File: src/rtl/core/bll_pkg.sv
package bll_pkg;

  localparam int FSC_W = 10;
  localparam int PHASE_W = 3;
  localparam int ADDR_W = 3;
  localparam int DATA_W = 32;

  localparam logic [FSC_W-1:0] FSC_RESET = 10'd982;

  // thresholds are full_scale_code * U / 42
  localparam int FULL_SCALE_DIV = 42;
  localparam int LEVEL_U_W = 6;
  localparam int NUM_LEVELS = 5;
  localparam logic [LEVEL_U_W-1:0] LEVEL_U [NUM_LEVELS] = '{
    6'd33, 6'd36, 6'd38, 6'd39, 6'd41
  };

  localparam logic [PHASE_W-1:0] PHASE_RESET = 3'd1;

  typedef logic [0:0] reg_idx_t;
  localparam reg_idx_t REG_FULL_SCALE = 1'b0;
  localparam reg_idx_t REG_IS_CAL = 1'b1;

  typedef struct packed {
    logic [FSC_W-1:0] full_scale_code;
    logic             is_calibrated;
  } cfg_t;

  typedef struct packed {
    logic green;
    logic yellow;
    logic red;
  } led_t;

endpackage

File: src/rtl/core/bll_cfg_regs.sv
module bll_cfg_regs import bll_pkg::*; #(
  parameter int SAMPLE_BITS = 10
) (
  input  logic              clk,
  input  logic              rst_n,
  input  logic              psel,
  input  logic              penable,
  input  logic              pwrite,
  input  logic [ADDR_W-1:0] paddr,
  input  logic [DATA_W-1:0] pwdata,
  output logic [DATA_W-1:0] prdata,
  output logic              pready,
  output cfg_t              cfg
);

  cfg_t             cfg_r;
  cfg_t             cfg_nxt;
  logic             wr_en;
  reg_idx_t         reg_idx;
  logic [FSC_W-1:0] fsc_masked;

  assign pready  = 1'b1;
  assign wr_en   = psel & penable & pwrite;
  assign reg_idx = paddr[ADDR_W-1:2];

  // full-scale code keeps only as many bits as a sample has
  always_comb begin
    for (int i = 0; i < FSC_W; i++) begin
      fsc_masked[i] = (i < SAMPLE_BITS) ? pwdata[i] : 1'b0;
    end
  end

  always_comb begin
    cfg_nxt = cfg_r;
    if (wr_en) begin
      case (reg_idx)
        REG_FULL_SCALE: cfg_nxt.full_scale_code = fsc_masked;
        REG_IS_CAL:     cfg_nxt.is_calibrated = pwdata[0];
        default:        cfg_nxt = cfg_r;
      endcase
    end
  end

  always_ff @(posedge clk) begin
    if (!rst_n) begin
      cfg_r.full_scale_code <= FSC_RESET;
      cfg_r.is_calibrated   <= 1'b0;
    end else begin
      cfg_r <= cfg_nxt;
    end
  end

  always_comb begin
    case (reg_idx)
      REG_FULL_SCALE: prdata = DATA_W'(cfg_r.full_scale_code);
      REG_IS_CAL:     prdata = DATA_W'(cfg_r.is_calibrated);
      default:        prdata = '0;
    endcase
  end

  assign cfg = cfg_r;

endmodule

File: src/rtl/core/bll_led_decode.sv
module bll_led_decode import bll_pkg::*; #(
  parameter int SAMPLE_BITS = 10
) (
  input  cfg_t                   cfg,
  input  logic [SAMPLE_BITS-1:0] sample,
  input  logic [PHASE_W-1:0]     phase,
  output led_t                   led,
  output logic [PHASE_W-1:0]     phase_nxt
);

  localparam int MAG_W = (SAMPLE_BITS > FSC_W ? SAMPLE_BITS : FSC_W) + LEVEL_U_W;

  logic [MAG_W-1:0]      sample_scaled;
  logic [NUM_LEVELS-1:0] at_or_above;
  logic                  lit;

  // sample >= floor(fsc*U/42)  <=>  42*sample + 41 >= fsc*U, no divider needed
  assign sample_scaled = MAG_W'(sample) * MAG_W'(FULL_SCALE_DIV)
                       + MAG_W'(FULL_SCALE_DIV - 1);

  always_comb begin
    for (int i = 0; i < NUM_LEVELS; i++) begin
      at_or_above[i] = sample_scaled >= (MAG_W'(cfg.full_scale_code) * MAG_W'(LEVEL_U[i]));
    end
  end

  assign lit = (phase != '0);

  always_comb begin
    led       = '0;
    phase_nxt = phase;
    if (!cfg.is_calibrated) begin
      // chase: green, yellow, red, off, off
      case (phase)
        3'd0: phase_nxt = PHASE_RESET;
        3'd1: begin
          led.green = 1'b1;
          phase_nxt = phase + 1'b1;
        end
        3'd2: begin
          led.yellow = 1'b1;
          phase_nxt  = phase + 1'b1;
        end
        3'd3: begin
          led.red   = 1'b1;
          phase_nxt = phase + 1'b1;
        end
        default: phase_nxt = '0;
      endcase
    end else if (at_or_above[4]) begin
      led.green = 1'b1;
      phase_nxt = PHASE_RESET;
    end else if (at_or_above[3]) begin
      led.green = lit;
      phase_nxt = PHASE_W'(!lit);
    end else if (at_or_above[2]) begin
      led.yellow = 1'b1;
      phase_nxt  = PHASE_RESET;
    end else if (at_or_above[1]) begin
      led.yellow = lit;
      phase_nxt  = PHASE_W'(!lit);
    end else if (at_or_above[0]) begin
      led.red   = 1'b1;
      phase_nxt = PHASE_RESET;
    end else begin
      led.red   = lit;
      phase_nxt = PHASE_W'(!lit);
    end
  end

endmodule

File: src/rtl/core/battery_level_led_indicator.sv
// An acting tick goes through the input register and then the result register to out_*.
// Throughput: one input word per cycle while in_stall is low; one result word per PRESCALE_LAST+1 inputs.
// The input register stalls only when it holds an acting tick and out_* is stalled.
// Reset (rst_n low, synchronous): pipeline empty, prescaler 0, phase 1,
// full_scale_code 982, is_calibrated 0.
module battery_level_led_indicator import bll_pkg::*; #(
  parameter int PRESCALE_LAST = 2,
  parameter int SAMPLE_BITS   = 10
) (
  input  logic                   clk,
  input  logic                   rst_n,
  // tick words
  input  logic                   in_valid,
  output logic                   in_stall,
  input  logic [SAMPLE_BITS-1:0] in_adc_sample,
  // LED words
  output logic                   out_valid,
  input  logic                   out_stall,
  output logic                   out_green_on,
  output logic                   out_yellow_on,
  output logic                   out_red_on,
  // register port
  input  logic                   psel,
  input  logic                   penable,
  input  logic                   pwrite,
  input  logic [ADDR_W-1:0]      paddr,
  input  logic [DATA_W-1:0]      pwdata,
  output logic [DATA_W-1:0]      prdata,
  output logic                   pready
);

  localparam int DIV_W = (PRESCALE_LAST > 0) ? $clog2(PRESCALE_LAST + 1) : 1;

  cfg_t                   cfg;

  // input register
  logic                   s1_valid_r;
  logic                   s1_valid_nxt;
  logic [SAMPLE_BITS-1:0] s1_sample_r;

  // block state
  logic [DIV_W-1:0]       div_r;
  logic [DIV_W-1:0]       div_nxt;
  logic [PHASE_W-1:0]     phase_r;
  logic [PHASE_W-1:0]     phase_nxt;
  logic [PHASE_W-1:0]     phase_calc;

  // result register
  logic                   out_valid_r;
  logic                   out_valid_nxt;
  led_t                   out_led_r;
  led_t                   led_calc;

  logic                   acts;
  logic                   out_free;
  logic                   s1_fire;
  logic                   in_take;

  bll_cfg_regs #(
    .SAMPLE_BITS(SAMPLE_BITS)
  ) u_cfg (
    .clk    (clk),
    .rst_n  (rst_n),
    .psel   (psel),
    .penable(penable),
    .pwrite (pwrite),
    .paddr  (paddr),
    .pwdata (pwdata),
    .prdata (prdata),
    .pready (pready),
    .cfg    (cfg)
  );

  bll_led_decode #(
    .SAMPLE_BITS(SAMPLE_BITS)
  ) u_decode (
    .cfg      (cfg),
    .sample   (s1_sample_r),
    .phase    (phase_r),
    .led      (led_calc),
    .phase_nxt(phase_calc)
  );

  // Only every (PRESCALE_LAST+1)-th tick acts; the rest just bump the divider
  // and leave without a result, so they never wait on the output side.
  assign acts     = (div_r == DIV_W'(PRESCALE_LAST));
  assign out_free = !out_valid_r || !out_stall;
  assign s1_fire  = s1_valid_r && (!acts || out_free);
  assign in_stall = s1_valid_r && !s1_fire;
  assign in_take  = in_valid && !in_stall;

  always_comb begin
    s1_valid_nxt = s1_valid_r;
    if (in_take) begin
      s1_valid_nxt = 1'b1;
    end else if (s1_fire) begin
      s1_valid_nxt = 1'b0;
    end
  end

  // divider and phase move only when a tick leaves the input register
  always_comb begin
    div_nxt   = div_r;
    phase_nxt = phase_r;
    if (s1_fire) begin
      if (acts) begin
        div_nxt   = '0;
        phase_nxt = phase_calc;
      end else begin
        div_nxt = div_r + 1'b1;
      end
    end
  end

  always_comb begin
    out_valid_nxt = out_valid_r;
    if (s1_fire && acts) begin
      out_valid_nxt = 1'b1;
    end else if (!out_stall) begin
      out_valid_nxt = 1'b0;
    end
  end

  always_ff @(posedge clk) begin
    if (!rst_n) begin
      s1_valid_r  <= 1'b0;
      div_r       <= '0;
      phase_r     <= PHASE_RESET;
      out_valid_r <= 1'b0;
    end else begin
      s1_valid_r  <= s1_valid_nxt;
      div_r       <= div_nxt;
      phase_r     <= phase_nxt;
      out_valid_r <= out_valid_nxt;
    end
  end

  // payload registers, no reset
  always_ff @(posedge clk) begin
    if (in_take) begin
      s1_sample_r <= in_adc_sample;
    end
    if (s1_fire && acts) begin
      out_led_r <= led_calc;
    end
  end

  assign out_valid     = out_valid_r;
  assign out_green_on  = out_led_r.green;
  assign out_yellow_on = out_led_r.yellow;
  assign out_red_on    = out_led_r.red;

endmodule

File: config.mk
export PLATFORM = sky130hd
export DESIGN_NAME = battery_level_led_indicator
export DESIGN_NICKNAME = d
export VERILOG_FILES = /design/src/rtl/core/bll_pkg.sv /design/src/rtl/core/bll_cfg_regs.sv /design/src/rtl/core/bll_led_decode.sv /design/src/rtl/core/battery_level_led_indicator.sv
export SDC_FILE = /design/constraint.sdc
export NUM_CORES = 1
export LEC_CHECK = 0
export BUFFER_PORTS_ARGS = -buffer_cell sky130_fd_sc_hd__clkbuf_2
export CAP_MARGIN = 15
export CORE_AREA = 2 2 126 128
export DETAILED_ROUTE_END_ITERATION = 8
export DIE_AREA = 0 0 128 130
export PLACE_DENSITY = 0.69
export SLEW_MARGIN = 30
export SYNTH_ARGS = -nofsm -noshare
export SYNTH_HDL_FRONTEND = slang
export SYNTH_SLANG_ARGS = --single-unit
File: constraint.sdc
create_clock -name clk -period 6.55 [get_ports clk]
set_clock_uncertainty 0.2 [all_clocks]
set_input_delay 1.31 -clock clk [delete_from_list [all_inputs] [get_ports clk]]
set_output_delay 1.31 -clock clk [all_outputs]
set_load 0.01 [all_outputs]
==> results.cfg <==
[floorplan]
core_region_area_um2 = 15420
die_area_um2 = 16640
die_h_um = 130
io_pins = 90
rows = 46
fp.dieW_um = 128
floorplan.initialDensity_pct = 48.44

[worst_setup_path]
critPathLaunch = s1_sample_r[1]$_DFFE_PP_
crit_path_end = out_yellow_on$_DFFE_PP_
reg_to_reg_end = out_yellow_on$_DFFE_PP_
critical_path.max_fanout = 5
crit_type = flip-flop to flip-flop
timing.rr.start = s1_sample_r[1]$_DFFE_PP_
timing.reg2reg.setup_slack_ns = 0.83
critical_path_required_ns = 6.38
timing.critical_path.to_type = flip-flop
type_of_element_launching_the_critical_path = flip-flop
worstPathArrival_ns = 5.55
r2r_cells = 20

[timing]
timing.setup.tns_ns = 0
layout_worst_path_cycle_share_pct = 87.37
unrepaired_setup_endpoints_after_global_routing = no
relSlewSlack_pct = 47.19
clock.fmax_ghz = 0.1747
post-route-min-period_ns = 5.722
hold_viol_final = 0
finalMaxSlewViolations = 0
number_of_setup_violations_in_the_final_report = 0
timing_worst_slew_pin_value_ns = 0.7905

[drt]
dr_total_vias = 5992
drc_violations = 0
drt_wl_total_mm = 16.26
detail_route.first_pass.iterations = 4
drtIter0Drc = 242
post_detailed_route_via_to_cell_ratio = 5.350
routedWlPerCell_um = 14.52
postRouteAntennaNets = 0

[power_and_ir_drop]
leakage_nw = 4.288
power_density_nw_per_um2 = 280.0
peakVddDrop_uv = 159.8

[global_routing]
gr-usage-met2_pct = 32.05
grt_max_degree = 20
grt_use_total_pct = 20.16
grt-busiest-layer = met2
number_of_global_route_vias_before_repair = 5599
global_route.usage.met1_pct = 29.28
grt_use_met3_pct = 2.050
antenna_found_initial = 0
gr_overflow_total = 0
wire_length_of_the_first_global_routing_pass_mm = 26.86

[logic_synthesis]
yosys_warnings = 0
synth.cell_area_um2 = 7472
synth_edf_count = 13
dominantRegCellSynth = sky130_fd_sc_hd__dfxtp_1
synthSimpleGateAreaFrac_pct = 12.02
synth.top_cell.area_share_pct = 34.66
synth_top_family_by_area = adder cells
synth_seq_area_share_pct = 10.05
avgSynthCellArea_um2 = 8.608
adder_cell_share_of_the_synthesized_area_pct = 43.77
yosys.cell_types.count = 65
postSynthRegisterBits = 31
synth.area.mux_share_pct = 0.5693
synth_compound_area_share_pct = 17.65
ys_top_cells_by_area = sky130_fd_sc_hd__ha_1 (35%), sky130_fd_sc_hd__fa_1 (9.1%), sky130_fd_sc_hd__inv_1 (7.2%)
ys_async_sr_fraction_pct = 0
yosys.area.top_type = sky130_fd_sc_hd__ha_1
syn_inst = 868
post_synth_xor_area_fraction_pct = 5.978

[placed_design]
dp_hpwl_mm = 13.70
place.port_buffers = 42
gp_congestion = 0.8616

[clock_tree]
cts_max_path_buffers = 2
cts_tree = done
clockRootBuffer = sky130_fd_sc_hd__clkbuf_16
post_cts_setup_buffers = 0
tritoncts.num_buffers = 5
tritoncts_num_sinks = 31
cts.repair.resized = 0
cts.clk_slew.worst_paths_ns = 0.06
htree_num_levels = 2
worstSkewPairLatency_ns = 0.28
cts_hold_buf = 0

[worst_hold_path]
hold_path.class = flip-flop to flip-flop
timing.hold.worst.start = phase_r[1]$_SDFFE_PN0P_

[layout]
diodes = 0
layout_common_cells = sky130_fd_sc_hd__ha_1 (207), sky130_fd_sc_hd__inv_1 (143), sky130_fd_sc_hd__nand2_1 (45), sky130_fd_sc_hd__a21oi_1 (43), sky130_fd_sc_hd__clkbuf_2 (42)
finalNetCount = 1220
layout.core_utilization_pct = 52.44
drive_gt1_share_pct = 9.052
final_common_cell = sky130_fd_sc_hd__ha_1
areaGrowthSynthToFinish_pct = 8.255

[flow_run]
maxCapViolations = 0

[status]
status = complete, no violations
-- critical path, stage by stage, from the launching register on --
cell,delay (ns)
sky130_fd_sc_hd__edfxtp_1,0.51
sky130_fd_sc_hd__ha_1,0.36
sky130_fd_sc_hd__ha_1,0.35
sky130_fd_sc_hd__ha_1,0.29
sky130_fd_sc_hd__ha_1,0.35
sky130_fd_sc_hd__nor2b_4,0.15
sky130_fd_sc_hd__o31a_1,0.29
sky130_fd_sc_hd__o41ai_4,0.40
sky130_fd_sc_hd__xnor2_1,0.20
sky130_fd_sc_hd__nand4_1,0.19
sky130_fd_sc_hd__nor2_1,0.16
sky130_fd_sc_hd__xnor2_1,0.14
sky130_fd_sc_hd__buf_4,0.19
sky130_fd_sc_hd__ha_1,0.26
sky130_fd_sc_hd__a21o_1,0.16
sky130_fd_sc_hd__a21o_1,0.17
sky130_fd_sc_hd__a21oi_1,0.17
sky130_fd_sc_hd__o21ai_0,0.21
sky130_fd_sc_hd__a21o_1,0.21
sky130_fd_sc_hd__a221o_1,0.30
sky130_fd_sc_hd__a22o_1,0.22
-- report_power, final --
| group | internal, mW | switching, mW |
|---|---|---|
| combinational | 0.804 | 1.00 |
| sequential | 0.210 | 0.0115 |
| clock | 0.150 | 0.0850 |
-- layout make-up --
type                       instances  area [um^2]
inverter                         144        540.5
sequential                        31        750.7
tap                              192        240.2
timing repair buffer              60        345.3
fill                            1502         7336
multi-input combinational        685         6066
clock buffer                       7        142.6
clock inverter                     1        3.754
-- metrics by stage --
step | cells | hold WS [ns] | setup WS (ns) | power, mW | cell area (um^2)
floorplan | 889 | 0.2862 | 1.464 | 1.592 | 7551
detailed placement | 1112 | 0.3268 | 0.8730 | 2.021 | 7943
finish | 1120 | 0.3366 | 0.8275 | 2.265 | 8089
global route | 1120 | 0.3694 | 0.5066 | 2.558 | 8089
global placement | 1112 | 0.3187 | 0.8784 | 1.987 | 7940
CTS | 1120 | 0.3357 | 0.8335 | 2.270 | 8089
-- metal layers --
metal	share of wire [%]	up-vias
met5	0	-
met4	2.3	0
met3	3.7	24
met2	42	122
met1	52	2725
li1	-	3121
-- synthesized netlist by cell type, drive strengths merged, types with 18 or more instances --
| library cell | instances |
|---|---|
| a21o | 35 |
| a21oi | 43 |
| buf | 24 |
| dfxtp | 18 |
| fa | 34 |
| ha | 207 |
| inv | 144 |
| nand2 | 45 |
| nor2 | 34 |
| o21ai | 41 |
| xnor2 | 32 |
| xor2 | 19 |
-- sequential cells by signal, summed over array words and instances, names as in the netlist --
signal,count
div_r,2
u_cfg.cfg,11
phase_r,3
out_red_on,1
s1_sample_r,10
out_valid,1
out_green_on,1
s1_valid_r,1
out_yellow_on,1
-- worst min path at each step --
stage	slack, ns	depth (start not counted)	to
4_1_cts	0.34	2	phase_r[2]$_SDFFE_PN0P_
5_1_grt	0.37	2	phase_r[2]$_SDFFE_PN0P_
3_5_place_dp	0.33	2	phase_r[2]$_SDFFE_PN0P_
3_3_place_gp	0.32	2	phase_r[2]$_SDFFE_PN0P_
2_1_floorplan	0.29	2	phase_r[1]$_SDFFE_PN0P_
6_report	0.34	2	phase_r[1]$_SDFFE_PN0P_
-- cell families after synthesis --
| logic type | after synthesis |
|---|---|
| adders and majority gates | 241 |
| AOI/OAI and AO/OA | 194 |
| buffers and inverters | 173 |
| and+or+nand+nor | 172 |
| xor gates and xnor gates | 51 |
| DFF | 31 |
| muxes | 4 |
| other | 2 |
Power figures use the tool's default switching activity.
